**src/hw/rtl/mkfp_pkg.sv**
```systemverilog
// Shared types and constants for the Morton key generator.
`timescale 1ns / 1ps
`default_nettype none

package mkfp_pkg;

    // Field widths
    localparam int COORD_BITS = 32;
    localparam int IN_ID_BITS = 20;
    localparam int AXIS_BITS  = 10;
    localparam int ID_BITS    = 20;
    localparam int KEY_BITS   = 3 * AXIS_BITS;
    localparam int NUM_AXES   = 3;

    // Configuration port
    localparam int DATA_BITS  = 32;
    localparam int ADDR_BITS  = 5;

    // Queue between classifier and divider pipeline
    localparam int Q_DEPTH    = 4;
    localparam int Q_PTR_BITS = $clog2(Q_DEPTH);
    localparam int Q_CNT_BITS = $clog2(Q_DEPTH + 1);

    typedef logic [COORD_BITS-1:0] t_coord;
    typedef logic [ID_BITS-1:0]    t_leaf_out;
    typedef logic [KEY_BITS-1:0]   t_key;

    // Register indexes (byte address 4*index)
    typedef enum logic [2:0] {
        REG_MIN_X = 3'd0,
        REG_MIN_Y = 3'd1,
        REG_MIN_Z = 3'd2,
        REG_LEN_X = 3'd3,
        REG_LEN_Y = 3'd4,
        REG_LEN_Z = 3'd5
    } t_reg_idx;

    // How the cell of one axis is formed
    typedef enum logic [1:0] {
        CELL_DIV,   // offset strictly inside the box: divide
        CELL_ZERO,  // below the minimum or zero extent
        CELL_FULL   // on or beyond the far face: top cell
    } t_cell_kind;

    typedef struct packed {
        logic signed [COORD_BITS-1:0] point_x;
        logic signed [COORD_BITS-1:0] point_y;
        logic signed [COORD_BITS-1:0] point_z;
        logic [IN_ID_BITS-1:0]        leaf_id;
    } t_in_beat;

    typedef struct packed {
        t_key      morton_key;
        t_leaf_out leaf_id_out;
    } t_out_beat;

    // Scene box, index 0 = x, 1 = y, 2 = z
    typedef struct packed {
        t_coord [NUM_AXES-1:0] box_min;
        t_coord [NUM_AXES-1:0] box_len;
    } t_box_cfg;

    typedef struct packed {
        t_cell_kind kind;
        t_coord     num;   // clamped offset, below the extent for CELL_DIV
    } t_axis_cls;

    typedef struct packed {
        t_axis_cls [NUM_AXES-1:0] axis;
        logic [IN_ID_BITS-1:0]    leaf_id;
    } t_cls_item;

endpackage

`default_nettype wire

```
**src/hw/rtl/mkfp_queue.sv**
```systemverilog
// Small FIFO between the classifier and the divider pipeline.
`timescale 1ns / 1ps
`default_nettype none

module mkfp_queue (
    input  wire logic           i_clk,
    input  wire logic           i_rst_n,
    input  wire logic           i_push,
    input  mkfp_pkg::t_cls_item i_item,
    output logic                o_full,
    output logic                o_vld,
    output mkfp_pkg::t_cls_item o_head,
    input  wire logic           i_pop
);

    mkfp_pkg::t_cls_item                 r_mem [mkfp_pkg::Q_DEPTH];
    logic [mkfp_pkg::Q_PTR_BITS-1:0]     r_wr_ptr;
    logic [mkfp_pkg::Q_PTR_BITS-1:0]     r_rd_ptr;
    logic [mkfp_pkg::Q_CNT_BITS-1:0]     r_count;
    logic                                push;
    logic                                pop;

    assign o_full = (r_count == mkfp_pkg::Q_CNT_BITS'(mkfp_pkg::Q_DEPTH));
    assign o_vld  = (r_count != '0);
    assign o_head = r_mem[r_rd_ptr];
    assign push   = i_push && !o_full;
    assign pop    = i_pop && o_vld;

    // pointers and fill count
    always_ff @(posedge i_clk) begin
        if (!i_rst_n) begin
            r_wr_ptr <= '0;
            r_rd_ptr <= '0;
            r_count  <= '0;
        end else begin
            if (push) begin
                r_wr_ptr <= r_wr_ptr + 1'b1;
            end
            if (pop) begin
                r_rd_ptr <= r_rd_ptr + 1'b1;
            end
            if (push && !pop) begin
                r_count <= r_count + 1'b1;
            end else if (pop && !push) begin
                r_count <= r_count - 1'b1;
            end
        end
    end

    // storage
    always_ff @(posedge i_clk) begin
        if (push) begin
            r_mem[r_wr_ptr] <= i_item;
        end
    end

`ifndef NO_ASSERTIONS
    a_count_bound: assert property (@(posedge i_clk) disable iff (!i_rst_n)
        r_count <= mkfp_pkg::Q_CNT_BITS'(mkfp_pkg::Q_DEPTH))
        else $error("queue count beyond depth");

    a_count_up: assert property (@(posedge i_clk) disable iff (!i_rst_n)
        (push && !pop) |=> r_count == mkfp_pkg::Q_CNT_BITS'($past(r_count) + 1'b1))
        else $error("queue count did not follow a lone push");
`endif

endmodule

`default_nettype wire

```
**config.mk**
```make
export PLATFORM = sky130hd
export DESIGN_NAME = mkfp_queue
export DESIGN_NICKNAME = d
export VERILOG_FILES = /design/src/hw/rtl/mkfp_pkg.sv /design/src/hw/rtl/mkfp_queue.sv
export SDC_FILE = /design/constraint.sdc
export NUM_CORES = 1
export LEC_CHECK = 0
export ABC_AREA = 1
export BUFFER_PORTS_ARGS = -buffer_cell sky130_fd_sc_hd__buf_2
export CORE_ASPECT_RATIO = 1.2
export CORE_UTILIZATION = 55
export DETAILED_ROUTE_END_ITERATION = 6
export MAX_ROUTING_LAYER = met4
export PLACE_DENSITY = 0.77
export SYNTH_ARGS = -nofsm -noshare
export SYNTH_HDL_FRONTEND = slang
export SYNTH_SLANG_ARGS = --single-unit
```
**constraint.sdc**
```tcl
create_clock -name i_clk -period 9.6 [get_ports i_clk]
set_input_delay 1.44 -clock i_clk [delete_from_list [all_inputs] [get_ports i_clk]]
set_output_delay 1.44 -clock i_clk [all_outputs]
set_load 0.01 [all_outputs]
```
# == Word-level counts from Yosys, hierarchy flattened ==
# Memory sizes are Yosys's and may differ from the RTL's. A register that Yosys moved wholly into a read port is not among the register bits.
# Cells that the tools add are included.
# totals
register_bits,7
ram_bits,488
output_inout_bits,124
memories,1
# memory_table
name,depth,word_bits,read_ports,rd_clocked_by_memory_dff,write_ports,line,source
r_mem,4,122,1,1,1,mkfp_queue.sv:16,mkfp_pkg::t_cls_item r_mem [mkfp_pkg::Q_DEPTH];
# classes
n_addsub,4
eq_ne,1
mux,6
reduce_logical,9
# ops
cell,count
$mux W3,2
$add A2 B1 Y2 const B,2
$logic_and A1 B1 Y1,4
$mux W2,2
$add A3 B1 Y3 const B,1
$eq A3 B3 Y1 const B,1
$logic_not A1 Y1,3
$reduce_bool A3 Y1,1
$sub A3 B1 Y3 const B,1
$mux W1,2
$reduce_bool A2 Y1,1

# == Logic depth before layout (Yosys ltp) ==
# depth
word_depth,7
mapped_depth,13
mapped_depth_nobuf,13

# == Worst setup path before layout ==
# Ideal clock, no wire load.
# synth_path
path_kind,input-to-reg
start,input port i_push
end,"memory r_mem[0][0] (netlist bit), enable pin"
arrival_time_ps,6621
setup_slack_ps,2374
cell_stages,2
path_buffers,0
cell_sequence,nand2_1 > nor2_1
# synth_via
elab_chain_len,3
# synth_rtl
element,line,source
from (decl),mkfp_queue.sv:8,"input wire logic i_push,"
$logic_and A1 B1 Y1,mkfp_queue.sv:26,assign push = i_push && !o_full;
$mux W1,mkfp_queue.sv:52,if (push) begin
$mux W1 (implied by the code),mkfp_queue.sv:53,r_mem[r_wr_ptr] <= i_item;
to (decl),mkfp_queue.sv:16,
# Every way passes these cells.

==> flow_summary.yaml <==
floorplan:
  rows: 73
  die_w_um: 169.3
  die_y_um: 202.7
  dieArea_sq_um: 34320
  io_pins: 250
  coreArea_sq_um: 33060
  start_util: 0.5586
finish:
  fin_area_sq_um: 21550
  fin_nets: 1611
  syn2layout_area_growth_pct: 16.70
  drive_above_1_share: 0.2197
  final_util: 0.6519
sta:
  fin_setup_tns_ns: 0
  fmax_mhz: 202.5
  max-slew-margin-rel: 0.2701
  skew_ns: 0.009402
  min_period_over_period: 0.5144
  slew_viol_final: 0
  whs_ns: 0.5063
  grt_setup_unrepaired: "no"
  max_slew.worst_pin.slew_ns: 1.095
  setup_viol: 0
  finalWorstPathRequiredPeriod_ns: 4.938
  hold_viol_final: 0
power_and_ir_drop:
  switching_share: 0.2924
  power.total_mw: 5.846
  p_leak_nw: 7.509
  combinationalPowerShare: 0.220
  p_seq_frac: 0.466
  peakVddDrop_mv: 0.1916
  intPower_mw: 4.137
  net-switching-power_mw: 1.709
  p_per_area_nw_per_um2: 271.2
  clockPowerShare: 0.313
clocking:
  numCtsBuffers: 46
  cts_tree: "built"
  path_clk_slew_ns: 0.06
  cts_sinks: 497
  cts_buffer_depth: 3
  postCtsSetupBuffers: 0
  root_buffer: "clkbuf_16"
  htree_num_levels: 2
  cts_resized: 0
  clk_latency_ns: 0.55
  holdBufCountCts: 0
min_path:
  hold_depth: 2
  min_path_type: "reg2reg"
logic_synthesis:
  synth_cells: 1248
  ys_top_cells_by_area: "edfxtp_1 79%, o21ai_0 5.6%, nor2_1 5.2%"
  synth_top_cell_by_area: "edfxtp_1"
  synthMuxAreaShare: 0
  yosys_warnings: 0
  synth-xor-area-share: 0.0004742
  synth-simple-area-share: 0.05697
  synthFlopType: "edfxtp_1"
  synth_fp_nets: 1380
  yosysTopAreaCellShare: 0.7934
  synth_top_family_by_area: "compound AO/OA/AOI/OAI gates"
  synthArstFlopShare: 0
  yosysSeqAreaShare: 0.8032
  synth_area_per_cell_sq_um: 14.80
  synth_cell_types: 20
  synth_compound_area_frac: 0.1085
  synth-adder-area-share: 0.004471
  synth_seq_cells: 497
  post-synth-top-count-cell: "edfxtp_1"
  synth_edf_count: 488
  syn_area_sq_um: 18470
  synthTopCellsByCount: "488 x edfxtp_1, 258 x nor2_1, 205 x o21ai_0"
drt:
  first_iter_violations: 1042
  drt_wl_total_um: 38810
  first_pass_iters: 5
  post_drt_wl_per_cell_um: 19.65
  drcViolationCount: 0
  detail-route-antenna-nets: 0
  vias_per_cell: 5.636
  dr_total_vias: 11130
grt:
  grt_max_degree: 150
  grt_pass1_vias: 10960
  grt_util_all_layers: 0.2306
  grt_pass1_wl_um: 58280
  antenna_found_initial: 9
  grt_overflow: 0
placement:
  gp_congestion: 0.7577
  dp_hpwl_um: 21040
  port_buffers: 249
  place_area_sq_um: 20000
worst_setup_path:
  reg2reg_depth: 6
  worstPathRequired_ns: 8.16
  cp_max_fo: 149
  worst-setup-path-type: "reg2out"
  start_kind: "register"
  cp.arrival_ns: 3.50
  crit_path_end_kind: "output port"
job:
  max-cap-violations: 0
run_status:
  status: "finished, final reports clean"
==> kinds of logic (layout without fill, tap and decap cells) <==
group / after synthesis / in the layout
simple gates: 278 / 278
compound gates: 370 / 370
other cells: 0 / 9
fa+ha+maj: 6 / 6
buf+inv: 96 / 364
xor+xnor: 1 / 1
flops: 497 / 497
==> final cells by class <==
class                           count  area, sq um
Clock inverter                     27        274.0
Inverter                           17        70.07
Sequential cell                   497        14840
Antenna cell                        9        22.52
Tap cell                          450        563.0
Multi-Input combinational cell    655         3178
Fill cell                        2317        11510
Clock buffer                       58         1260
Timing Repair Buffer              262         1344
==> placed cells by master, fill, tap and decap left out, types with 9 or more instances in the layout <==
cell type,n
buf_2,249
buf_4,13
clkbuf_1,9
clkbuf_16,49
clkinv_1,13
diode_2,9
edfxtp_1,488
inv_1,15
nand2_1,15
nor2_1,254
o21ai_0,205
o21ai_1,40
o22ai_1,122
==> metal layers <==
layer / track usage / vias to the layer above / share of wire
li1: - / 5181 / -
met1: 0.2713 / 5459 / 0.38
met2: 0.3795 / 403 / 0.51
met3: 0.05283 / 88 / 0.074
met4: 0.1036 / 0 / 0.036
met5: - / - / 0
==> state kept, by name, indices dropped and copies added, names as in the netlist, named ones only <==
register / flops
r_rd_ptr: 2
r_wr_ptr: 2
r_count: 3
r_mem: 488
==> critical path: stages (launching register included) <==
cell and delay [ns]:
dfxtp_4 0.56, inv_6 0.77, buf_4 0.95, o21ai_0 0.19
o22ai_1 0.24, buf_2 0.18
==> power by group through the flow <==
stage | combinational, mW | clock (mW) | sequential, mW
after floorplan | 0.822 | 0 | 2.76
after global routing | 1.41 | 1.94 | 2.75
final | 1.29 | 1.83 | 2.73
after detailed placement | 1.29 | 0 | 2.77
after CTS | 1.30 | 1.85 | 2.73
after global placement | 1.26 | 0 | 2.76
==> worst paths after layout <==
path,start,endpoint,slack [ns]
worst min register to register,r_rd_ptr[0],register,0.51
worst max register to register,r_count[0],r_mem[2][0],6.52
worst min-delay path,r_rd_ptr[0],register,0.51
worst max-delay path,register,o_head[99],4.66
==> metrics by stage <==
stage                     instances  setup WS, ns
after detailed placement       1881         5.219
after global routing           1975         4.395
final                          1975         4.662
after global placement         1881         5.302
after CTS                      1966         4.608
after floorplan                1248         2.374
(Power assumes the default switching activity.)
