===== src/hw/rtl/mkfp_pkg.sv =====
// Shared types and constants for the Morton key generator.
`timescale 1ns / 1ps
`default_nettype none

package mkfp_pkg;

    // Field widths
    localparam int COORD_BITS = 32;
    localparam int IN_ID_BITS = 20;
    localparam int AXIS_BITS  = 10;
    localparam int ID_BITS    = 20;
    localparam int KEY_BITS   = 3 * AXIS_BITS;
    localparam int NUM_AXES   = 3;

    // Configuration port
    localparam int DATA_BITS  = 32;
    localparam int ADDR_BITS  = 5;

    // Queue between classifier and divider pipeline
    localparam int Q_DEPTH    = 4;
    localparam int Q_PTR_BITS = $clog2(Q_DEPTH);
    localparam int Q_CNT_BITS = $clog2(Q_DEPTH + 1);

    typedef logic [COORD_BITS-1:0] t_coord;
    typedef logic [ID_BITS-1:0]    t_leaf_out;
    typedef logic [KEY_BITS-1:0]   t_key;

    // Register indexes (byte address 4*index)
    typedef enum logic [2:0] {
        REG_MIN_X = 3'd0,
        REG_MIN_Y = 3'd1,
        REG_MIN_Z = 3'd2,
        REG_LEN_X = 3'd3,
        REG_LEN_Y = 3'd4,
        REG_LEN_Z = 3'd5
    } t_reg_idx;

    // How the cell of one axis is formed
    typedef enum logic [1:0] {
        CELL_DIV,   // offset strictly inside the box: divide
        CELL_ZERO,  // below the minimum or zero extent
        CELL_FULL   // on or beyond the far face: top cell
    } t_cell_kind;

    typedef struct packed {
        logic signed [COORD_BITS-1:0] point_x;
        logic signed [COORD_BITS-1:0] point_y;
        logic signed [COORD_BITS-1:0] point_z;
        logic [IN_ID_BITS-1:0]        leaf_id;
    } t_in_beat;

    typedef struct packed {
        t_key      morton_key;
        t_leaf_out leaf_id_out;
    } t_out_beat;

    // Scene box, index 0 = x, 1 = y, 2 = z
    typedef struct packed {
        t_coord [NUM_AXES-1:0] box_min;
        t_coord [NUM_AXES-1:0] box_len;
    } t_box_cfg;

    typedef struct packed {
        t_cell_kind kind;
        t_coord     num;   // clamped offset, below the extent for CELL_DIV
    } t_axis_cls;

    typedef struct packed {
        t_axis_cls [NUM_AXES-1:0] axis;
        logic [IN_ID_BITS-1:0]    leaf_id;
    } t_cls_item;

endpackage

`default_nettype wire


===== src/hw/rtl/mkfp_regs.sv =====
// Scene box configuration registers behind the APB-style port.
`timescale 1ns / 1ps
`default_nettype none

module mkfp_regs (
    input  wire logic                           i_clk,
    input  wire logic                           i_rst_n,
    input  wire logic                           psel,
    input  wire logic                           penable,
    input  wire logic                           pwrite,
    input  wire logic [mkfp_pkg::ADDR_BITS-1:0] paddr,
    input  wire logic [mkfp_pkg::DATA_BITS-1:0] pwdata,
    output logic      [mkfp_pkg::DATA_BITS-1:0] prdata,
    output logic                                pready,
    output mkfp_pkg::t_box_cfg                  o_cfg
);

    mkfp_pkg::t_box_cfg r_cfg;
    mkfp_pkg::t_reg_idx idx;
    logic               wr_en;

    assign idx    = mkfp_pkg::t_reg_idx'(paddr[mkfp_pkg::ADDR_BITS-1:2]);
    assign pready = 1'b1;
    assign wr_en  = psel && penable && pwrite && pready;
    assign o_cfg  = r_cfg;

    // register writes, unknown indexes ignored
    always_ff @(posedge i_clk) begin
        if (!i_rst_n) begin
            r_cfg <= '0;
        end else if (wr_en) begin
            unique case (idx)
                mkfp_pkg::REG_MIN_X: r_cfg.box_min[0] <= pwdata;
                mkfp_pkg::REG_MIN_Y: r_cfg.box_min[1] <= pwdata;
                mkfp_pkg::REG_MIN_Z: r_cfg.box_min[2] <= pwdata;
                mkfp_pkg::REG_LEN_X: r_cfg.box_len[0] <= pwdata;
                mkfp_pkg::REG_LEN_Y: r_cfg.box_len[1] <= pwdata;
                mkfp_pkg::REG_LEN_Z: r_cfg.box_len[2] <= pwdata;
                default: ;
            endcase
        end
    end

    // read mux
    always_comb begin
        unique case (idx)
            mkfp_pkg::REG_MIN_X: prdata = r_cfg.box_min[0];
            mkfp_pkg::REG_MIN_Y: prdata = r_cfg.box_min[1];
            mkfp_pkg::REG_MIN_Z: prdata = r_cfg.box_min[2];
            mkfp_pkg::REG_LEN_X: prdata = r_cfg.box_len[0];
            mkfp_pkg::REG_LEN_Y: prdata = r_cfg.box_len[1];
            mkfp_pkg::REG_LEN_Z: prdata = r_cfg.box_len[2];
            default:             prdata = '0;
        endcase
    end

endmodule

`default_nettype wire


===== config.mk =====
export PLATFORM = sky130hd
export DESIGN_NAME = mkfp_regs
export DESIGN_NICKNAME = d
export VERILOG_FILES = /design/src/hw/rtl/mkfp_pkg.sv /design/src/hw/rtl/mkfp_regs.sv
export SDC_FILE = /design/constraint.sdc
export NUM_CORES = 1
export LEC_CHECK = 0
export BUFFER_PORTS_ARGS = -buffer_cell sky130_fd_sc_hd__buf_2
export CAP_MARGIN = 20
export CORE_MARGIN = 8
export CORE_UTILIZATION = 46
export DETAILED_ROUTE_END_ITERATION = 10
export PLACE_DENSITY = 0.74
export SYNTH_ARGS = -nofsm -noshare
export SYNTH_HDL_FRONTEND = slang
export SYNTH_SLANG_ARGS = --single-unit

===== constraint.sdc =====
create_clock -name i_clk -period 1.4 [get_ports i_clk]
set_input_delay 0.14 -clock i_clk [delete_from_list [all_inputs] [get_ports i_clk]]
set_output_delay 0.14 -clock i_clk [all_outputs]
set_load 0.02 [all_outputs]

### After elaboration in Yosys (flattened, before gate mapping)

Index checks and enable logic that the tools add are counted.
Widths: inputs -> output; s select.

| cells by class | value |
|---|---|
| equal/unequal tests | 5 |
| mux-type cells | 1 |
| reductions and logical operators | 9 |

Operators with widths:

| kind | number |
|---|---|
| $pmux 32 s6 | 1 |
| $reduce_and 2->1 | 6 |
| $eq 3x2->1 const B | 2 |
| $eq 3x3->1 const B | 2 |
| $eq 3x1->1 const B | 1 |
| $logic_not 3->1 | 1 |
| $logic_and 1x1->1 | 2 |

| word-level totals | value |
|---|---|
| register bits after elaboration | 192 |
| input bits | 42 |
| output and inout port bits | 225 |
| logic and storage cells | 21 |

### Logic depth before layout (Yosys ltp)

| depth | value |
|---|---|
| depth after elaboration | 3 |
| gate-level depth with buffers | 6 |
| gate-level depth less buffers | 3 |

### Worst setup path before layout

Ideal clock, no wire load.

| path | value |
|---|---|
| kind | input port to output port |
| start point | input paddr[2] (netlist name) |
| end point | output prdata[10] (netlist name) |
| arrival | 1.338 ns |
| required time | 1.260 ns |
| setup slack | -0.078 ns |
| stages | 6 |
| buffers on the path | 3 |
| cells stage by stage | buf_2 -> buf_4 -> nor2b_1 -> buf_2 -> a22oi_1 -> o21ai_0 |

| on the way | value |
|---|---|
| longest elaborated chain between the ends | 2 |
| elaborated cells on any way between the ends | 7 |
| those cells by class | 5 x eq/ne; 1 x mux; 1 x reduce/logical |

RTL lines:

| what | line | source |
|---|---|---|
| from (decl) | mkfp_regs.sv:11 | `input wire logic [mkfp_pkg::ADDR_BITS-1:0] paddr,` |
| $eq 3x3->1, or another cell as far along | mkfp_regs.sv:46 | `unique case (idx)` |
| $pmux 32 s6 (*) | mkfp_regs.sv:46 |  |
| to (decl) | mkfp_regs.sv:13 | `output logic [mkfp_pkg::DATA_BITS-1:0] prdata,` |

Every way passes the cells marked *; elsewhere a longest branch is shown, timed or not.

### Worst setup path in the final report

| path | value |
|---|---|
| start point | register r_cfg, in the netlist o_cfg[131] |
| end point | output prdata[3] (netlist name) |

| on the way | value |
|---|---|
| longest elaborated chain between the ends | 1 |

RTL lines:

| what | line | source |
|---|---|---|
| from (decl) | mkfp_regs.sv:18 | `mkfp_pkg::t_box_cfg r_cfg;` |
| $pmux 32 s6 | mkfp_regs.sv:46 |  |

No other way between the ends.

==> key figures <==
Run status
  • Status: complete, but fails checks
  • Failing checks: negative setup slack

Power and ir drop
  • Internal Pwr Total: about 9000 uW
  • Clk network pwr share: approximately 44%
  • Sequential Power Share: 46.4%
  • Net switching power: between 2000 and 3000 uW
  • Peak VDD IR: approximately 0.84 mV
  • Leak: approximately 0.0054 uW
  • Power per cell area: roughly 1000 mW/mm^2
  • Sw Ratio: 24.8%
  • Comb pwr share: under 10%

Timing
  • FMAX: about 0.6 GHz
  • Final setup fails: 32
  • Worst Skew: 0 ps
  • Final Max Tran Viols: 0
  • Final WS setup: -285 ps
  • Tcrit/Tclk final: 120%
  • Fin. Hold Viols: 0
  • Unrepaired setup endpoints after global routing: true
  • Slew @ Worst Pin: between 500 and 600 ps
  • Final worst path period need: ~1700 ps
  • Hold WS: 87.9 ps
  • Slew headroom: 65.4%

Synthesis
  • Synth async-reset ratio: 0%
  • Mapped Area: 0.00874 sq mm
  • Top_reg_cell synth: dfxtp_1
  • Post-synth EDFFs: 0
  • Syn_area_per_cell: between 10 and 15 sq um
  • Syn Nets: 904
  • Synth Instances: 862
  • Yosys cell types: 32
  • #FFs+latches synth: around 190
  • YS warnings: 0
  • Seq/Total Area, Yosys: 44.0%

Final layout
  • Synth-to-layout area growth: 40.4%
  • Commonest non-fill, non-tap cell in the layout: buf_2
  • Layout fillers: between 1k and 1.5k
  • Area of the multi-input gates: roughly 0.0046 sq mm
  • Max FFs per register: roughly 190
  • Final core occ: between 60% and 70%
  • Finished Layout Cells: between 1k and 1.5k
  • Commonest non-fill, non-tap cells in the layout: buf_2, nand2_1, mux2i_1
  • Reg area: 0.00395 sq mm
  • Final net count: about 1.2k
  • Layout cell share with drive strength beyond 1: about half

Critical path
  • CP Cell Sequence: mux2i_2, o32ai_2, a221o_1, buf_6
  • Crit-path max FO: 3
  • Crit end category: output port
  • Worst Setup Start Kind: flip-flop
  • CP arrival: 1550 ps
  • Critical path type: reg -> out
  • Largest stage delay, worst path: roughly 350 ps
  • Crit-path slowest cell: dfxtp_2
  • Critical Path RT: 1260 ps

Floorplanning
  • Die area: 0.0237 sq mm
  • Top-Level Pins: around 270
  • Core ar.: about 0.019 sq mm
  • Num rows: 50
  • Starting Density: 46.7%
  • Width of the die: around 150 um
  • Chip Height: 154 um

Clocking
  • CTS Buf Count: 17
  • Clock latency on the worst-skew pair: roughly 430 ps
  • Root buffer cell: clkbuf_16
  • Clock sinks: 192
  • Clock transition at path regs: roughly 70 ps
  • H-tree depth: 4
  • CTS tree: yes
  • Worst-case clock buffer depth: 2

Detailed routing
  • Via-per-instance ratio: between 5 and 6
  • Vias after detailed routing: approximately 8k
  • Post-route DRC: 0
  • Antenna Violating Nets Remaining: 0
  • Total wire length: just over 30 mm
  • DRT Pass-1 Iters: 5
  • Avg WL per Cell: roughly 21 um
  • DRT iter0 DRCs: 621

Global routing
  • First-pass GRT wire length: about 47 mm
  • Largest net degree at the start of global routing: 88
  • Vias in the first global route: 8223
  • Grt ovf: 0
  • Initial antenna violation count: 1
  • GR Util All Layers: roughly a quarter

Placement
  • Dpl cells: 1356
  • Post-DP HPWL: between 20 and 25 mm
  • Final GP Congestion: 0.830
  • Port bufs: between 200 and 300

Hold path
  • Tightest Hold Check Type: in -> reg

Job
  • Max-cap viol count: 0
-- per-stage QoR --
| step | worst slack (ps) | area, sq um | power, uW | setup TNS, ps |
|---|---|---|---|---|
| final | -285 | 12300 | 11900 | -6330 |
| after global routing | -328 | 12300 | 12300 | -8060 |
| after CTS | -265 | 12100 | 11900 | -6420 |
| after detailed placement | -213 | 10700 | 6620 | -21440 |
| after global placement | -180 | 10700 | 6610 | -15680 |
| after floorplan | 2.58 | 8740 | 6190 | 0 |
-- worst max-delay path, delay by kind of cell (launching register included) --
kind                   cells  cell delay [ps]
AOI/OAI and AO/OA          2              420
buffers and inverters      1              140
DFF                        1              350
muxes                      1              210
-- synthesized netlist by cell type (all sizes together) (3+ instances only) --
cell type	number	area, sq um
nand2	225	845
mux2i	209	2090
dfxtp	192	3840
mux2	50	563
buf	47	428
clkbuf	25	93.8
a22oi	21	158
a32oi	13	114
o21ai	13	65.1
a21oi	11	55.1
a221oi	11	96.3
nor2	8	95.1
inv	6	22.5
a221o	5	50.1
nand2b	5	31.3
o32ai	5	43.8
nor2b	4	25.0
o221ai	3	26.3
o22a	3	26.3
-- power by group through the flow --
stage | Combinational, uW | Sequential (uW) | Clock [uW]
2_1_floorplan | 492 | 5700 | 0
3_3_place_gp | 953 | 5660 | 0
3_5_place_dp | 961 | 5660 | 0
4_1_cts | 1050 | 5530 | 5320
5_1_grt | 1160 | 5530 | 5570
6_report | 1100 | 5530 | 5290
-- repair_timing --
action                                  4_1_cts  5_1_grt
resized for setup                           143       37
pin swaps                                    18       16
gates cloned                                  1        1
hold buffers                                  0        0
endpoints found under the hold margin         0        0
setup buffers                                52        8
endpoints found under the setup margin       32       32
-- worst paths after layout --
path	from	end	slack (ps)	depth (start not counted)
max reg2reg	o_cfg[190]	o_cfg[190]	680	3
min reg2reg	o_cfg[178]	o_cfg[178]	460	2
min	pwdata[5]	o_cfg[37]	90	3
max	o_cfg[131]	prdata[3]	-290	4
-- cell families after synthesis --
| kind of cell | share of synthesized area (%) |
|---|---|
| other cells | 0.0429 |
| simple gates | 12.1 |
| mux | 30.4 |
| buf+inv | 6.23 |
| compound gates | 7.26 |
| flops | 44.0 |
-- metal layers --
metal	vias to the layer above	part of all wire, %	track usage [%]
li1	3693	-	-
met1	3875	43	31.4
met2	339	46	39.7
met3	65	7.4	6.81
met4	2	3.0	9.99
met5	-	0.026	0
-- cell type report --
type / count / area share [%]
Tap cell: 234 / 2.39
Clock inverter: 14 / 1.66
Sequential cell: 192 / 32.2
Timing Repair Buffer: 394 / 22.5
Clock buffer: 18 / 3.50
Multi-Input combinational cell: 592 / 37.6
Inverter: 6 / 0.183
Antenna cell: 1 / 0.0204
Power figures use the tool's default switching activity.
