File: src/hw/rtl/mkfp_pkg.sv
// Shared types and constants for the Morton key generator.
`timescale 1ns / 1ps
`default_nettype none

package mkfp_pkg;

    // Field widths
    localparam int COORD_BITS = 32;
    localparam int IN_ID_BITS = 20;
    localparam int AXIS_BITS  = 10;
    localparam int ID_BITS    = 20;
    localparam int KEY_BITS   = 3 * AXIS_BITS;
    localparam int NUM_AXES   = 3;

    // Configuration port
    localparam int DATA_BITS  = 32;
    localparam int ADDR_BITS  = 5;

    // Queue between classifier and divider pipeline
    localparam int Q_DEPTH    = 4;
    localparam int Q_PTR_BITS = $clog2(Q_DEPTH);
    localparam int Q_CNT_BITS = $clog2(Q_DEPTH + 1);

    typedef logic [COORD_BITS-1:0] t_coord;
    typedef logic [ID_BITS-1:0]    t_leaf_out;
    typedef logic [KEY_BITS-1:0]   t_key;

    // Register indexes (byte address 4*index)
    typedef enum logic [2:0] {
        REG_MIN_X = 3'd0,
        REG_MIN_Y = 3'd1,
        REG_MIN_Z = 3'd2,
        REG_LEN_X = 3'd3,
        REG_LEN_Y = 3'd4,
        REG_LEN_Z = 3'd5
    } t_reg_idx;

    // How the cell of one axis is formed
    typedef enum logic [1:0] {
        CELL_DIV,   // offset strictly inside the box: divide
        CELL_ZERO,  // below the minimum or zero extent
        CELL_FULL   // on or beyond the far face: top cell
    } t_cell_kind;

    typedef struct packed {
        logic signed [COORD_BITS-1:0] point_x;
        logic signed [COORD_BITS-1:0] point_y;
        logic signed [COORD_BITS-1:0] point_z;
        logic [IN_ID_BITS-1:0]        leaf_id;
    } t_in_beat;

    typedef struct packed {
        t_key      morton_key;
        t_leaf_out leaf_id_out;
    } t_out_beat;

    // Scene box, index 0 = x, 1 = y, 2 = z
    typedef struct packed {
        t_coord [NUM_AXES-1:0] box_min;
        t_coord [NUM_AXES-1:0] box_len;
    } t_box_cfg;

    typedef struct packed {
        t_cell_kind kind;
        t_coord     num;   // clamped offset, below the extent for CELL_DIV
    } t_axis_cls;

    typedef struct packed {
        t_axis_cls [NUM_AXES-1:0] axis;
        logic [IN_ID_BITS-1:0]    leaf_id;
    } t_cls_item;

endpackage

`default_nettype wire

File: src/hw/rtl/mkfp_back.sv
// Back end: pipelined restoring divider per axis, bit interleave, output register.
`timescale 1ns / 1ps
`default_nettype none

module mkfp_back (
    input  wire logic           i_clk,
    input  wire logic           i_rst_n,
    input  wire logic           i_vld,
    input  mkfp_pkg::t_cls_item i_item,
    output logic                o_pop,
    input  mkfp_pkg::t_box_cfg  i_cfg,
    output logic                o_valid,
    output mkfp_pkg::t_out_beat o_beat,
    input  wire logic           i_stall
);

    localparam int AB = mkfp_pkg::AXIS_BITS;
    localparam int CB = mkfp_pkg::COORD_BITS;
    localparam int NA = mkfp_pkg::NUM_AXES;

    typedef struct packed {
        mkfp_pkg::t_cell_kind kind;
        mkfp_pkg::t_coord     rem;
        logic [AB-1:0]        quo;
    } t_axis_step;

    typedef struct packed {
        t_axis_step [NA-1:0]             ax;
        logic [mkfp_pkg::IN_ID_BITS-1:0] leaf_id;
    } t_stage;

    t_stage              r_stg [0:AB];
    t_stage              n_stg [0:AB];
    logic [AB:0]         r_vld;
    logic                r_out_vld;
    mkfp_pkg::t_out_beat r_out;
    mkfp_pkg::t_out_beat n_out;
    logic                en;
    logic [AB-1:0]       axis_val [NA];

    // whole pipeline moves unless a finished beat is held
    assign en      = !(r_out_vld && i_stall);
    assign o_pop   = en && i_vld;
    assign o_valid = r_out_vld;
    assign o_beat  = r_out;

    // stage 0 load and one quotient bit per stage
    always_comb begin
        logic [CB:0] dbl;
        logic [CB:0] diff;
        logic        ge;
        dbl  = '0;
        diff = '0;
        ge   = 1'b0;
        for (int a = 0; a < NA; a++) begin
            n_stg[0].ax[a].kind = i_item.axis[a].kind;
            n_stg[0].ax[a].rem  = i_item.axis[a].num;
            n_stg[0].ax[a].quo  = '0;
        end
        n_stg[0].leaf_id = i_item.leaf_id;
        for (int s = 0; s < AB; s++) begin
            for (int a = 0; a < NA; a++) begin
                dbl  = {r_stg[s].ax[a].rem, 1'b0};
                diff = dbl - {1'b0, i_cfg.box_len[a]};
                ge   = (dbl >= {1'b0, i_cfg.box_len[a]});
                n_stg[s+1].ax[a].kind = r_stg[s].ax[a].kind;
                n_stg[s+1].ax[a].rem  = ge ? diff[CB-1:0] : dbl[CB-1:0];
                n_stg[s+1].ax[a].quo  = {r_stg[s].ax[a].quo[AB-2:0], ge};
            end
            n_stg[s+1].leaf_id = r_stg[s].leaf_id;
        end
    end

    // final cell per axis
    always_comb begin
        for (int a = 0; a < NA; a++) begin
            case (r_stg[AB].ax[a].kind)
                mkfp_pkg::CELL_DIV:  axis_val[a] = r_stg[AB].ax[a].quo;
                mkfp_pkg::CELL_FULL: axis_val[a] = '1;
                default:             axis_val[a] = '0;
            endcase
        end
    end

    // interleave: x in the top bit of each triple, z in the bottom
    always_comb begin
        n_out.morton_key = '0;
        for (int k = 0; k < AB; k++) begin
            n_out.morton_key[3*k+2] = axis_val[0][k];
            n_out.morton_key[3*k+1] = axis_val[1][k];
            n_out.morton_key[3*k]   = axis_val[2][k];
        end
        n_out.leaf_id_out = mkfp_pkg::t_leaf_out'(r_stg[AB].leaf_id);
    end

    // stage valid bits
    always_ff @(posedge i_clk) begin
        if (!i_rst_n) begin
            r_vld     <= '0;
            r_out_vld <= 1'b0;
        end else if (en) begin
            r_vld     <= {r_vld[AB-1:0], i_vld};
            r_out_vld <= r_vld[AB];
        end
    end

    // stage payload
    always_ff @(posedge i_clk) begin
        if (en) begin
            for (int s = 0; s <= AB; s++) begin
                r_stg[s] <= n_stg[s];
            end
            r_out <= n_out;
        end
    end

`ifndef NO_ASSERTIONS
    a_hold_on_stall: assert property (@(posedge i_clk) disable iff (!i_rst_n)
        (r_out_vld && i_stall) |=> $stable(r_vld))
        else $error("divider pipeline moved while output held");

    a_advance: assert property (@(posedge i_clk) disable iff (!i_rst_n)
        !(r_out_vld && i_stall) |=> r_out_vld == $past(r_vld[AB]))
        else $error("last divider stage not passed to output");
`endif

endmodule

`default_nettype wire

File: config.mk
export PLATFORM = sky130hd
export DESIGN_NAME = mkfp_back
export DESIGN_NICKNAME = d
export VERILOG_FILES = /design/src/hw/rtl/mkfp_pkg.sv /design/src/hw/rtl/mkfp_back.sv
export SDC_FILE = /design/constraint.sdc
export NUM_CORES = 2
export LEC_CHECK = 0
export ABC_CLOCK_PERIOD_IN_PS = 59200
export BUFFER_PORTS_ARGS = -buffer_cell sky130_fd_sc_hd__buf_4
export CAP_MARGIN = 0
export CORE_MARGIN = 2
export CORE_UTILIZATION = 45
export CTS_BUF_LIST = sky130_fd_sc_hd__clkbuf_8 sky130_fd_sc_hd__clkbuf_16
export CTS_CLUSTER_SIZE = 40
export DETAILED_ROUTE_END_ITERATION = 6
export GPL_TIMING_DRIVEN = 0
export PLACE_DENSITY_LB_ADDON = 0.12
export SYNTH_ARGS = -nofsm -noshare
export SYNTH_HDL_FRONTEND = slang
export SYNTH_SLANG_ARGS = --single-unit
File: constraint.sdc
create_clock -name i_clk -period 59.2 [get_ports i_clk]
set_clock_uncertainty 0.15 [all_clocks]
set_input_delay 5.92 -clock i_clk [delete_from_list [all_inputs] [get_ports i_clk]]
set_output_delay 5.92 -clock i_clk [all_outputs]
set_load 0.005 [all_outputs]
==> Word-level counts from Yosys, hierarchy flattened <==
Memories as Yosys holds them, arrays and structs flattened.
Cells that the tools add are included.
{ "op_classes": {"magnitude_cmp": 30, "muxes": 34, "n_addsub": 30, "n_eq_ne": 3, "n_reduce_logical": 6} }
{ "op_table": {"columns": ["operator", "n"], "rows": [
  ["$ge A33 B32 Y1", 30],
  ["$mux W32", 30],
  ["$sub A32 B32 Y32", 30],
  ["$pmux W10 S2", 3],
  ["$eq A2 B2 Y1 const B", 3],
  ["$logic_not A2 Y1", 3],
  ["$logic_and A1 B1 Y1", 2],
  ["$logic_not A1 Y1", 1],
  ["$mux W1", 1]
]} }
{ "word_totals": {"regBits": 62, "memories": 1, "elab_cells": 108, "ramBits": 1672} }
{ "mem_list": {"columns": ["name", "depth", "word_bits", "rd", "rd_clocked_by_memory_dff", "write_ports", "line_no", "rtl"], "rows": [
  ["r_stg", 11, 152, 11, 0, 11, "mkfp_back.sv:32", "t_stage r_stg [0:AB];"]
]} }

==> Depth between registers and ports, before layout <==
{ "logic_depth": {"ltp_word": 3, "ltp_mapped": 16} }

==> Worst setup path after synthesis <==
Ideal clock, no wire load.
{ "synth_timing": {"path_type": "input port to flip-flop", "from": "input port i_stall", "to": "register, netlist name o_beat[0]", "path_stages": 3, "t_required_ns": 56.642, "path_slack_ns": 10.935, "arrival_time_ns": 45.706, "setup_time_ns": 2.408, "path_cell_list": "and2_1 inv_1 clkbuf_1"} }
{ "synth_via": {"elab_chain_cells": 1} }
{ "synth_rtl": {"columns": ["item", "line_no", "rtl"], "rows": [
  ["start: declaration", "mkfp_back.sv:14", "input wire logic i_stall"],
  ["$logic_and A1 B1 Y1", "mkfp_back.sv:42", "assign en = !(r_out_vld && i_stall);"]
]} }
No other way between the ends.
A chain may end at the register's enable or synchronous reset.

==> Worst setup path in the final report <==
{ "layout_timing": {"from": "input port i_stall", "to": "output port o_pop"} }
{ "layout_via": {"elab_chain_cells": 3} }
{ "layout_rtl": {"columns": ["item", "line_no", "rtl"], "rows": [
  ["$logic_and A1 B1 Y1", "mkfp_back.sv:42", null],
  ["$logic_not A1 Y1", "mkfp_back.sv:42", null],
  ["$logic_and A1 B1 Y1", "mkfp_back.sv:43", "assign o_pop = en && i_vld;"],
  ["end: declaration", "mkfp_back.sv:10", "output logic o_pop,"]
]} }
No other way between the ends.

==> impl_metrics.toml <==
[route]
viasPerCell = 5.94
drt_iter0_drc = 5988
firstDrtPassIters = 6
route.detailed.drc = 0
final_antenna_net_count = 0
totalWireLength_mm = 296
wire_per_inst_um = 22.4
vias = 78700

[floorplan]
die_h_um = 478
fp.dieArea_sq_um = 228000
pin_count = 370
start_util_pct = 45.4
rows = 173
core_sq_um = 223000
fp.dieW_um = 478

[clocking]
cts.hold.buffers_added = 0
clock-sinks = 1473
ctsResizeCount = 0
numCtsBuffers = 177
clk_pin_slew_worst_paths_ns = 0.06
cts_tree = "done"
root_buffer = "clkbuf_16"
clockBufferDepth = 3
cts_max_level = 4
clock_latency_ns = 0.84
cts_setup_buffers = 0

[worst_hold_path]
min-delay-start = "r_stg[8][115]"
hold_path_depth = 0
whs_endpoint = "r_stg[9][116]"
min_path_type = "flip-flop to flip-flop"

[synthesis]
synth.cell_area_sq_um = 101000
synthArstFlopShare_pct = 0
synth_cell_type_count = 106
synthFlopType = "edfxtp_1"
synth_cells = 9652
ys_seq_area_share_pct = 43.6
synth_edf_count = 1461
syn_nets = 11000
yosys_warnings = 0
synth_seq_cells = 1473
synth.avg_cell_area_sq_um = 10.5

[placement]
dp_hpwl_mm = 222
port_buffers = 273
place_congestion = 0.925
detailed_place.area_sq_um = 108000

[timing]
min_period_ns = 12.62
fmax_ghz = 0.0793
period_share_pct = 21.3
hold_viol_final = 0
slew_violations = 0
finalSetupTns_ns = 0
finalSetupViolations = 0
max_slew_margin_pct = 3.97
rsz0062_at_grt = "no"
max_slew.worst_pin.slew_ns = 1.44

[cells_and_area]
design_area_sq_um = 113000
syn2layout_area_growth_pct = 12.3
nets = 11400
fillers = 20000
drive_gt1_share_pct = 11.2
utilization_pct = 50.9

[pwr]
ir_worst_vdd_v = 0.0000304
p_total_uw = 6580
powerDensity_nw_per_um2 = 58.0
leakage_uw = 0.0467

[critical_path]
critPathKind = "primary input to output port"
end_kind = "output port"
critPathLaunchType = "primary input"
reg2regPathDepth = 12
cp.required_ns = 53.13
critical_path_arrival_ns = 6.55
timing.reg2reg.setup_slack_ns = 54.05
crit_fanout = 3
r2r-end = "r_stg[1][60]"
r2r-start = "r_stg[0][30]"

[global_route]
grt_overflow = 0
grt_max_degree = 71
antenna_found_initial = 10
track_usage_pct = 25.1
first_global_vias = 75600
grt_pass1_wl_mm = 447

[status]
status = "completed"

[job]
maxCapViolations = 0
## how the worst max path moves through the flow
stage,start,endpoint,slack [ns],depth (start not counted)
2_1_floorplan,i_stall,o_beat[0],10.94,3
3_3_place_gp,i_stall,r_stg[0][91],-5.54,4
3_5_place_dp,i_stall,o_pop,46.57,5
4_1_cts,i_stall,o_pop,46.57,5
5_1_grt,i_stall,o_pop,46.54,5
6_report,i_stall,o_pop,46.58,5
## cell families after synthesis
group	after synthesis	synth area share [%]
AOI/OAI and AO/OA	2935	18.6
xor gates and xnor gates	671	5.82
adders and majority gates	984	12.4
buffers and inverters	607	2.45
DFF	1473	43.6
muxes	446	4.95
and+or+nand+nor	2536	12.1
## registers in the layout (all words and copies together), names as in the netlist
| register | cells |
|---|---|
| r_stg | 1411 |
| o_beat | 50 |
| r_vld | 11 |
| o_valid | 1 |
## placed cells by master, fill, tap and decap left out, types with 296 or more instances in the layout
master / synthesis / final
edfxtp_1: 1461 / 1461
ha_1: 957 / 957
a21oi_1: 862 / 862
nand2_1: 713 / 713
nor2_1: 658 / 658
o21ai_0: 627 / 627
a21o_1: 449 / 449
xnor2_1: 407 / 407
mux2_2: 390 / 390
inv_1: 343 / 371
buf_4: 23 / 296
## layout make-up
| class | instances | area [sq um] | area share (%) |
|---|---|---|---|
| diodes | 4 | 10.0 | 0.00882 |
| flip-flops and latches | 1473 | 44100 | 38.9 |
| plain buffers | 259 | 1180 | 1.04 |
| multi-input cells | 7572 | 54500 | 48.0 |
| inverters | 348 | 1310 | 1.15 |
| well taps | 2975 | 3720 | 3.28 |
| repair buffers | 298 | 2730 | 2.41 |
| clock buffers | 177 | 4430 | 3.90 |
| clock inverters | 141 | 1520 | 1.34 |
## metrics by stage
stage               cells  hold WS [ns]  worst slack, ns
floorplan            9652         0.250            10.94
global placement    12900         0.250            -5.54
detailed placement  12900         0.255            46.57
CTS                 13200         0.233            46.57
global route        13200         0.261            46.54
finish              13200         0.239            46.58
## critical path, cell delays in order
cell    delay, ns
buf_4        0.08
and2_1       0.16
inv_1        0.08
and2_1       0.17
buf_4        0.13
## routing by layer
| layer | track usage (%) | routed length (um) | vias up |
|---|---|---|---|
| li1 | - | - | 37600 |
| met1 | 33.8 | 132000 | 38300 |
| met2 | 41.6 | 139000 | 2273 |
| met3 | 3.52 | 15600 | 483 |
| met4 | 7.87 | 9520 | 0 |
| met5 | 0 | 0 | - |
## cells in the mapped netlist (19+ instances only)
cell type  number  area [sq um]
o211ai_1       49           368
xnor2_1       407          3560
o21a_1        156          1170
xor2_1        264          2310
nor2b_1       141           882
a211oi_1       88           661
a221oi_1       26           228
and3_1         85           532
and2_1         41           257
a21o_1        449          3370
inv_1         343          1290
buf_2          43           215
nand2b_1      142           888
a21oi_1       862          4310
a211o_1        27           236
a311oi_1       20           175
o211a_1        19           190
nand3b_1       25           188
o31ai_1        72           541
nand3_1       199           996
or3_1          52           325
o41ai_1        21           184
a21boi_0       54           405
nor4_1         44           275
or4_1          20           150
o31a_1         42           368
nor2_1        658          2470
nor3_1        148           741
mux2i_1        34           340
a31o_2         22           193
clkbuf_1      169           634
ha_1          957         12000
mux2_2        390          4390
o21ai_1        30           150
o21bai_1       93           698
nand4_1       148           926
or2_2          39           244
fa_1           27           541
buf_4          23           173
a31oi_1        77           482
nor3b_1        25           188
o21ai_0       627          3140
nand2_1       713          2680
edfxtp_1     1461         43900
## power breakdown
group / total [uW] / leakage, uW / switching [uW] / internal (uW)
clock: 1100 / 0.00295 / 465 / 638
sequential: 1960 / 0.0155 / 227 / 1730
combinational: 3520 / 0.0283 / 1990 / 1530
total: 6580 / 0.0467 / 2680 / 3900
Power figures use the tool's default switching activity.
