### src/hw/rtl/mkfp_pkg.sv
// Shared types and constants for the Morton key generator.
`timescale 1ns / 1ps
`default_nettype none

package mkfp_pkg;

    // Field widths
    localparam int COORD_BITS = 32;
    localparam int IN_ID_BITS = 20;
    localparam int AXIS_BITS  = 10;
    localparam int ID_BITS    = 20;
    localparam int KEY_BITS   = 3 * AXIS_BITS;
    localparam int NUM_AXES   = 3;

    // Configuration port
    localparam int DATA_BITS  = 32;
    localparam int ADDR_BITS  = 5;

    // Queue between classifier and divider pipeline
    localparam int Q_DEPTH    = 4;
    localparam int Q_PTR_BITS = $clog2(Q_DEPTH);
    localparam int Q_CNT_BITS = $clog2(Q_DEPTH + 1);

    typedef logic [COORD_BITS-1:0] t_coord;
    typedef logic [ID_BITS-1:0]    t_leaf_out;
    typedef logic [KEY_BITS-1:0]   t_key;

    // Register indexes (byte address 4*index)
    typedef enum logic [2:0] {
        REG_MIN_X = 3'd0,
        REG_MIN_Y = 3'd1,
        REG_MIN_Z = 3'd2,
        REG_LEN_X = 3'd3,
        REG_LEN_Y = 3'd4,
        REG_LEN_Z = 3'd5
    } t_reg_idx;

    // How the cell of one axis is formed
    typedef enum logic [1:0] {
        CELL_DIV,   // offset strictly inside the box: divide
        CELL_ZERO,  // below the minimum or zero extent
        CELL_FULL   // on or beyond the far face: top cell
    } t_cell_kind;

    typedef struct packed {
        logic signed [COORD_BITS-1:0] point_x;
        logic signed [COORD_BITS-1:0] point_y;
        logic signed [COORD_BITS-1:0] point_z;
        logic [IN_ID_BITS-1:0]        leaf_id;
    } t_in_beat;

    typedef struct packed {
        t_key      morton_key;
        t_leaf_out leaf_id_out;
    } t_out_beat;

    // Scene box, index 0 = x, 1 = y, 2 = z
    typedef struct packed {
        t_coord [NUM_AXES-1:0] box_min;
        t_coord [NUM_AXES-1:0] box_len;
    } t_box_cfg;

    typedef struct packed {
        t_cell_kind kind;
        t_coord     num;   // clamped offset, below the extent for CELL_DIV
    } t_axis_cls;

    typedef struct packed {
        t_axis_cls [NUM_AXES-1:0] axis;
        logic [IN_ID_BITS-1:0]    leaf_id;
    } t_cls_item;

endpackage

`default_nettype wire

### src/hw/rtl/mkfp_front.sv
// Front end: takes input beats, clamps each axis offset and classifies it.
`timescale 1ns / 1ps
`default_nettype none

module mkfp_front (
    input  wire logic               i_valid,
    input  mkfp_pkg::t_in_beat      i_beat,
    output logic                    o_stall,
    input  mkfp_pkg::t_box_cfg      i_cfg,
    output logic                    o_push,
    output mkfp_pkg::t_cls_item     o_item,
    input  wire logic               i_full
);

    localparam int CB = mkfp_pkg::COORD_BITS;

    // offset = point - min (exact, 33 bits), then clamp against the extent
    function automatic mkfp_pkg::t_axis_cls classify(mkfp_pkg::t_coord p,
                                                     mkfp_pkg::t_coord m,
                                                     mkfp_pkg::t_coord len);
        logic signed [CB:0]  off;
        mkfp_pkg::t_axis_cls c;
        off    = $signed({p[CB-1], p}) - $signed({m[CB-1], m});
        c.num  = '0;
        c.kind = mkfp_pkg::CELL_ZERO;
        if (len == '0 || off[CB]) begin
            c.kind = mkfp_pkg::CELL_ZERO;
        end else if ($unsigned(off) >= {1'b0, len}) begin
            c.kind = mkfp_pkg::CELL_FULL;
        end else begin
            c.kind = mkfp_pkg::CELL_DIV;
            c.num  = off[CB-1:0];
        end
        return c;
    endfunction

    always_comb begin
        o_item.axis[0] = classify(i_beat.point_x, i_cfg.box_min[0], i_cfg.box_len[0]);
        o_item.axis[1] = classify(i_beat.point_y, i_cfg.box_min[1], i_cfg.box_len[1]);
        o_item.axis[2] = classify(i_beat.point_z, i_cfg.box_min[2], i_cfg.box_len[2]);
        o_item.leaf_id = i_beat.leaf_id;
    end

    // a beat enters the queue whenever there is room
    assign o_push  = i_valid && !i_full;
    assign o_stall = i_full;

endmodule

`default_nettype wire

### config.mk
export PLATFORM = sky130hd
export DESIGN_NAME = mkfp_front
export DESIGN_NICKNAME = d
export VERILOG_FILES = /design/src/hw/rtl/mkfp_pkg.sv /design/src/hw/rtl/mkfp_front.sv
export SDC_FILE = /design/constraint.sdc
export NUM_CORES = 1
export LEC_CHECK = 0
export ABC_AREA = 1
export BUFFER_PORTS_ARGS = -buffer_cell sky130_fd_sc_hd__buf_2
export CAP_MARGIN = 20
export CORE_AREA = 3 3 166 168
export DETAILED_ROUTE_END_ITERATION = 8
export DIE_AREA = 0 0 169 171
export PLACE_DENSITY_LB_ADDON = 0.05
export SYNTH_ARGS = -nofsm -noshare
export SYNTH_HDL_FRONTEND = slang
export SYNTH_SLANG_ARGS = --single-unit
### constraint.sdc
create_clock -name vclk -period 4.38
set_clock_uncertainty 0.15 [all_clocks]
set_input_delay 0.657 -clock vclk [all_inputs]
set_output_delay 0.657 -clock vclk [all_outputs]
set_load 0.01 [all_outputs]
======== Word level (Yosys, flattened, before mapping) ========
Index checks and enable logic that the tools add are counted.
operators by class
  muxes and demuxes ....................... 12
  reductions and logical operators ........ 8
  magnitude comparators ................... 3
  add/sub/neg operators ................... 3
operator list
  cell                                              count
  32-bit two-way mux                                6
  33-bit by 32-bit >= comparator with 1-bit output  3
  32-bit by 32-bit subtractor with 33-bit output    3
  32-bit zero test                                  3
  2-bit two-way mux                                 6
  1-bit logical OR                                  3
  1-bit logical AND                                 1
  1-bit zero test                                   1
storage, ports and cells
  register bits after elaboration ......... 0
  word-level logic and storage cells ...... 26
  input bits .............................. 310
  output and inout port bits .............. 124

======== Depth between registers and ports, before layout ========
Gate-level depths: netlist of the first run.
  word-level depth ........................ 4
  depth in mapped cells ................... 30
  mapped depth without buffers ............ 29

======== Worst setup path before layout of the first run ========
No wires, ideal clock.
  path type ............................... in2out
  start point ............................. in i_beat[52] (netlist name)
  end point ............................... out o_item[55] (netlist name)
  data arrival time ....................... 3.887 ns
  cell stages on the path ................. 27
  slack ................................... -0.314 ns
  path through ............................ inv_1 ha_1 fa_1 nand3b_1 nand2_1 a21oi_2 o21ai_0 nand2_1 nand2_1 a21o_1 xor2_1 inv_1 ha_1 a21oi_1 nor2_1 nor2_1 a21boi_0 nor3_1 nand2_1 nand2_1 nand2_1 nand2_1 nand2_1 nand2_1 nand3_2 buf_2 nor2_1
RTL lines
  what                RTL line          text
  start: declaration  mkfp_front.sv:7   input mkfp_pkg::t_in_beat i_beat,
  end: declaration    mkfp_front.sv:11  output mkfp_pkg::t_cls_item o_item,

==> results of run 1 <==
==> cell type report <==
class              count  area share, %
well taps            335           2.41
multi-input cells   1224           53.9
inverters            415           9.00
diodes                 3         0.0432
repair buffers       811           34.7
==> metal layers <==
metal / GRT usage, % / vias up
li1: - / 6849
met1: 30.1 / 6037
met2: 50.7 / 397
met3: 2.59 / 83
met4: 8.50 / 0
met5: 0 / -
==> cells by family (layout without fill, tap and decap cells) <==
family          Yosys count  after routing  synth area share (%)
other cells               0              3                     0
simple gates            663            663                  30.8
compound gates          289            289                  17.3
fa+ha+maj               195            195                  25.9
buf+inv                 445           1226                  18.9
xor+xnor                 77             77                  7.09
==> cell usage in the layout, fill, tap and decap left out, types with 15 or more instances in the layout <==
cell type,instances
inv_1,402
buf_4,385
buf_2,302
nand2_1,273
ha_1,167
nor2_1,117
a21oi_1,109
buf_6,101
nor2_4,89
o21ai_0,50
xor2_1,40
nand2_2,36
nand3_1,34
nand4_1,28
ha_4,25
a21oi_2,22
nor4_1,21
nor2_2,18
xor2_2,16
o21ai_1,16
a21o_1,15
==> per-stage QoR <==
| stage | TNS, ns | setup WS (ns) |
|---|---|---|
| after floorplan | -1.53 | -0.0635 |
| after global placement | -61.96 | -0.706 |
| after detailed placement | -65.67 | -0.758 |
| after CTS | -45.24 | -0.509 |
| after global routing | -75.58 | -0.897 |
| final | -53.83 | -0.735 |
==> power groups by stage <==
| stage | Combinational, uW | Clock, uW | Sequential [uW] |
|---|---|---|---|
| after floorplan | 1610 | 0 | 0 |
| after global placement | 2860 | 0 | 0 |
| after detailed placement | 2880 | 0 | 0 |
| after CTS | 3450 | 0 | 0 |
| after global routing | 4210 | 0.0000306 | 0 |
| final | 3870 | 0.0000920 | 0 |
==> worst paths after layout <==
kind                  slack [ns]          to
worst max-delay path       -0.74  o_item[45]
worst min-delay path        1.16  o_item[10]
==> what timing repair did <==
action,CTS,global route
pin swaps,64,70
gates resized for setup,226,179
gates cloned,9,2
buffers inserted,36,25
endpoints found under the setup margin,99,99
==> impl_metrics.toml, run 1 <==
[run_status]
outcome = "finished, violations left"
violations = "negative setup slack"

[worst_setup_path]
crit_top_cell = "nand2_1"
crit_type = "input pin to primary output"
path_delay_family = "compound AO/OA/AOI/OAI gates"
critPathSlowestCell = "fa_2"
cp.required_ns = 3.57
worst_setup_path_end_kind = "primary output"
cp_data_arrival_time_ns = 4.31
critical-path-max-stage-delay_ns = 0.34
path_depth = 27
path_max_fanout = 6
cp-startpoint = "i_beat[84]"
crit_buf_inv = 8
cp-start-kind = "input pin"

[synthesis]
synthCells = 1669
ys_seq_area_share_pct = 0
yosysMostFrequentCell = "inv_1"
syn_area_sq_um = 9510
ys_warn_count = 0
yosysUniqueCellTypes = 42
avgSynthCellArea_sq_um = 5.70
synth.largest_area_cell = "ha_1"
synthTopCellsByArea = "ha_1, inv_1, nand2_1"
synth_nets = 2174
synth_top_area_share_pct = 25.3
synthTopCellsByCount = "inv_1, nand2_1, ha_1"

[detailed_routing]
dr.max_layer_used = "met4"
wl_met3_um = 2040
wl_met1_um = 16400
drtIter0Drc = 500
vias = 13400
route.detailed.drc = 0
routed_wirelength_um = 41600
met2_length_um = 21800
viasPerCell = 4.79
ant_nets = 0
wl_per_cell_um = 14.9
dr.pass1.iters = 5

[timing]
fin_crit_ns = 5.12
slew_viol_final = 0
finalHoldViolations = 0
setup-violations-final = 99
fmax_ghz = 0.195
slew_headroom_pct = 46.7
rsz0062_at_grt = "true"
fin_crit_sh_pct = 117
worst_slew_pin_slew_ns = 0.792
worst_slack_ns = -0.735
whs_ns = 1.16

[layout]
final_layout_size_suffix_gt1_share_pct = 45.3
seq_cells = 0
clock_buffers = 0
final_cells = 2788
stdcell_area_sq_um = 17400
seq_area_sq_um = 0
num-nets-final = 2957
fin_util_pct = 66.8
fill_cells = 2363
syn_to_final_growth_pct = 82.9
multi_input_area_sq_um = 9370

[power_and_ir_drop]
power_frac_comb_pct = 100.0
seq_power_share_pct = 0
leakagePower_uw = 0.00990
max-vdd-ir-drop_mv = 0.200
power_uw = 3870
clockPowerShare_pct = 0
p_switching_uw = 1920
intPower_uw = 1950
swShare_pct = 49.7
powerDensity_nw_per_um2 = 223

[grt]
antenna_found_initial = 3
grt_pass1_wl_um = 62900
track_usage_pct = 26.2
grt_overflow = 0
grt_max_degree = 18
grt_pass1_vias = 13300

[place]
dp.cells = 2717
dp_hpwl_um = 35000
portBuffers = 394
gp_congestion = 0.958
postPlaceCellArea_sq_um = 14600

[floorplan]
core_area_sq_um = 26100
ios = 434
die-area_sq_um = 28900
start_util_pct = 36.5
die_x_um = 169
die_y_um = 171
rows = 59

[min_path]
holdPathStages = 0
hold_start = "i_beat[10]"
min_path_type = "input pin to primary output"

[cts]
holdBufCountCts = 0

[job]
drv_cap = 0
(Power assumes the default switching activity.)
==> run 2, diff against run 1 <==
PLACE_DENSITY = 0.64   (was not set)
PLACE_DENSITY_LB_ADDON = not set   (was 0.05)
==> impl_metrics.toml, run 2 (synthesized netlist as in run 1, its figures left out) <==
[worst_setup_path]
critPathSlowestCell = "fa_2"
path_max_fanout = 6
cp_data_arrival_time_ns = 4.33
critical-path-max-stage-delay_ns = 0.36
cp-start-kind = "input pin"
worst_setup_path_end_kind = "primary output"
cp.required_ns = 3.57
crit_type = "input pin to primary output"

[layout]
mostFrequentLayoutCells = "buf_4, inv_1, buf_2"
seq_cells = 0
final_layout_size_suffix_gt1_share_pct = 45.9
clock_buffers = 0
seq_area_sq_um = 0
layout_commonest_cell = "buf_4"
fin_util_pct = 67.4
num-nets-final = 2981
syn_to_final_growth_pct = 84.6

[floorplan]
ios = 434
die_y_um = 171
start_util_pct = 36.5
core_area_sq_um = 26100
die_x_um = 169
die-area_sq_um = 28900
rows = 59

[timing]
slew_headroom_pct = 53.9
rsz0062_at_grt = "true"
worst_slew_pin_slew_ns = 0.685
setup-violations-final = 99
fmax_ghz = 0.194
finalHoldViolations = 0
fin_crit_ns = 5.14
worst_slack_ns = -0.762
fin_crit_sh_pct = 117
slew_viol_final = 0

[detailed_routing]
routed_wirelength_um = 45000
dr.max_layer_used = "met5"
viasPerCell = 4.95
ant_nets = 0
route.detailed.drc = 0
met2_length_um = 23000
wl_met3_um = 2640
dr.pass1.iters = 5
vias = 13900
drtIter0Drc = 680
wl_per_cell_um = 16.0
wl_met1_um = 17000

[power_and_ir_drop]
max-vdd-ir-drop_mv = 0.252
power_uw = 3990
powerDensity_nw_per_um2 = 227
leakagePower_uw = 0.00997

[min_path]
min_path_type = "input pin to primary output"

[place]
gp_congestion = 1.01
portBuffers = 394
dp_hpwl_um = 35500

[grt]
grt_max_degree = 10
grt_pass1_wl_um = 64800
grt_pass1_vias = 13700
grt_overflow = 0
antenna_found_initial = 2
track_usage_pct = 27.0

[job]
drv_cap = 0

[cts]
holdBufCountCts = 0

[run_status]
outcome = "finished, violations left"
violations = "negative setup slack"
==> run 2: cell count changes in the layout (fill, tap and decap cells not counted), moves of 4 or more <==
cell and change:
nor2_4 -4, buf_4 +24, a21oi_1 -7, a21oi_2 +8
xor2_2 -5, buf_6 -5, nor2_2 +4, ha_1 -6
==> run 2: final timing paths <==
check | end | slack [ns] | startpoint | cells past startpoint
hold / removal | o_item[13] | 1.16 | i_beat[13] | 0
setup / recovery | o_item[39] | -0.76 | i_cfg[96] | 32
==> run 2: layout make-up <==
| type | count | area (sq um) |
|---|---|---|
| multi-input combinational | 1224 | 9380 |
| fill | 2154 | 8500 |
| timing repair buffer | 835 | 6190 |
| inverter | 415 | 1570 |
| tap | 335 | 419 |
| antenna | 1 | 2.50 |
==> run 2: critical path: cells and delay by family <==
kind	cells	cell delay [ns]
AOI/OAI and AO/OA	4	0.55
adders and majority gates	3	0.80
and+or+nand+nor	17	1.43
buffers and inverters	8	0.87
==> run 2: what timing repair did <==
item,CTS,global route
setup buffers,43,28
pin swaps,44,79
gates resized for setup,199,210
gates cloned,10,1
endpoints found under the setup margin,99,99
==> run 2: layer usage <==
metal,GRT usage [%],up-vias
met5,0,-
met4,10.2,2
met1,31.3,6276
met3,1.99,159
li1,-,6907
met2,51.7,579
==> run 2: through the flow <==
stage | area, sq um | setup TNS, ns | hold slack, ns | setup WS, ns | std cells
after CTS | 16400 | -50.89 | 1.16 | -0.607 | 2790
after global routing | 17600 | -80.53 | 1.16 | -0.889 | 2810
after detailed placement | 14800 | -63.40 | 1.16 | -0.745 | 2738
after floorplan | 9870 | -1.53 | 1.21 | -0.0635 | 1669
after global placement | 14800 | -59.37 | 1.16 | -0.680 | 2738
final | 17600 | -60.53 | 1.16 | -0.762 | 2810
==> run 2: where the power goes <==
part / switching (uW) / internal [uW]
registers: 0 / 0
logic: 2000 / 1990
clock network: 0 / 0.0000306
total: 2000 / 1990
==> run 3, diff against run 2 <==
clock period = 4.7 ns   (was 4.38 ns; I/O delays follow)
==> impl_metrics.toml, run 3 (synthesized netlist as in run 1, its figures left out) <==
[timing]
worst_slew_pin_slew_ns = 0.475
fin_crit_sh_pct = 112
fmax_ghz = 0.190
rsz0062_at_grt = "true"
whs_ns = 1.26
setup-violations-final = 99
finalHoldViolations = 0
worst_slack_ns = -0.554
slew_viol_final = 0
slew_headroom_pct = 68.0
fin_crit_ns = 5.25

[grt]
track_usage_pct = 27.2
grt_overflow = 0
antenna_found_initial = 1
grt_pass1_wl_um = 64500
grt_max_degree = 12
grt_pass1_vias = 13600

[layout]
mostFrequentLayoutCells = "inv_1, buf_4, buf_2"
seq_cells = 0
layout_commonest_cell = "inv_1"
clock_buffers = 0
final_cells = 2758
stdcell_area_sq_um = 17800
fin_util_pct = 68.1
syn_to_final_growth_pct = 86.7
num-nets-final = 2929
seq_area_sq_um = 0
final_layout_size_suffix_gt1_share_pct = 48.3

[power_and_ir_drop]
intPower_uw = 1870
clockPowerShare_pct = 0
p_switching_uw = 1960
power_frac_comb_pct = 100.0
seq_power_share_pct = 0
swShare_pct = 51.3
powerDensity_nw_per_um2 = 216
max-vdd-ir-drop_mv = 0.214
leakagePower_uw = 0.00981

[detailed_routing]
viasPerCell = 5.13
drtIter0Drc = 923
ant_nets = 0
route.detailed.drc = 0
vias = 14200
wl_per_cell_um = 17.6
dr.pass1.iters = 8
routed_wirelength_um = 48400

[floorplan]
core_area_sq_um = 26100
die_x_um = 169
rows = 59
die-area_sq_um = 28900
die_y_um = 171
start_util_pct = 36.5
ios = 434

[worst_setup_path]
critPathSlowestCell = "ha_2"
cp-start-kind = "input pin"
cp.required_ns = 3.85
path_max_fanout = 5
crit_top_cell = "nand2_1"
critical-path-max-stage-delay_ns = 0.32
cp_data_arrival_time_ns = 4.40
worst_setup_path_end_kind = "primary output"
crit_type = "input pin to primary output"

[place]
postPlaceCellArea_sq_um = 13900
portBuffers = 394
dp.cells = 2664
dp_hpwl_um = 35100
gp_congestion = 1.01

[job]
drv_cap = 0

[min_path]
min_path_type = "input pin to primary output"

[run_status]
outcome = "finished, violations left"
violations = "negative setup slack"
run 3: final cells by class:
class,count,area [sq um]
Antenna cell,1,2.50
Fill cell,2000,8310
Inverter,415,1570
Multi-Input combinational cell,1224,9930
Tap cell,335,419
Timing Repair Buffer,783,5830
run 3: layer usage:
layer,routed length (um),GRT usage [%]
met2,24500,51.1
met4,2930,13.2
met1,18000,31.2
met3,3010,1.71
met5,0,0
run 3: path summary, 6_finish.rpt:
path	startpoint	to	slack (ns)	cells after the start
setup / recovery	i_cfg[99]	o_item[43]	-0.55	30
hold / removal	i_beat[2]	o_item[2]	1.26	0
run 3: power groups by stage:
stage / clock [uW] / combinational (uW) / sequential [uW]
final: 0.0000285 / 3830 / 0
after global routing: 0.0000284 / 4090 / 0
after CTS: 0 / 3180 / 0
after detailed placement: 0 / 2540 / 0
after global placement: 0 / 2500 / 0
after floorplan: 0 / 1370 / 0
run 3: worst max-delay path: cells and delay by family:
kind	cells	cell delay (ns)
AO/OA/AOI/OAI	6	0.97
XOR/XNOR	1	0.19
adder cells (fa/ha/maj)	2	0.55
buffers and inverters	8	0.91
AND/OR/NAND/NOR	13	1.05
run 3: what timing repair did:
action                                  in CTS  in global routing
hold buffers                                 0                  0
pin swaps                                   99                120
gates resized for setup                    266                329
buffers inserted                            57                 32
gates cloned                                10                  1
endpoints found under the setup margin      99                 99
run 3: metrics by stage:
step	power, uW	setup TNS [ns]	setup slack (ns)
after floorplan	1370	0	0.000712
after global placement	2500	-40.96	-0.509
after detailed placement	2540	-46.38	-0.614
after CTS	3180	-27.91	-0.368
after global routing	4090	-53.86	-0.682
final	3830	-35.38	-0.554
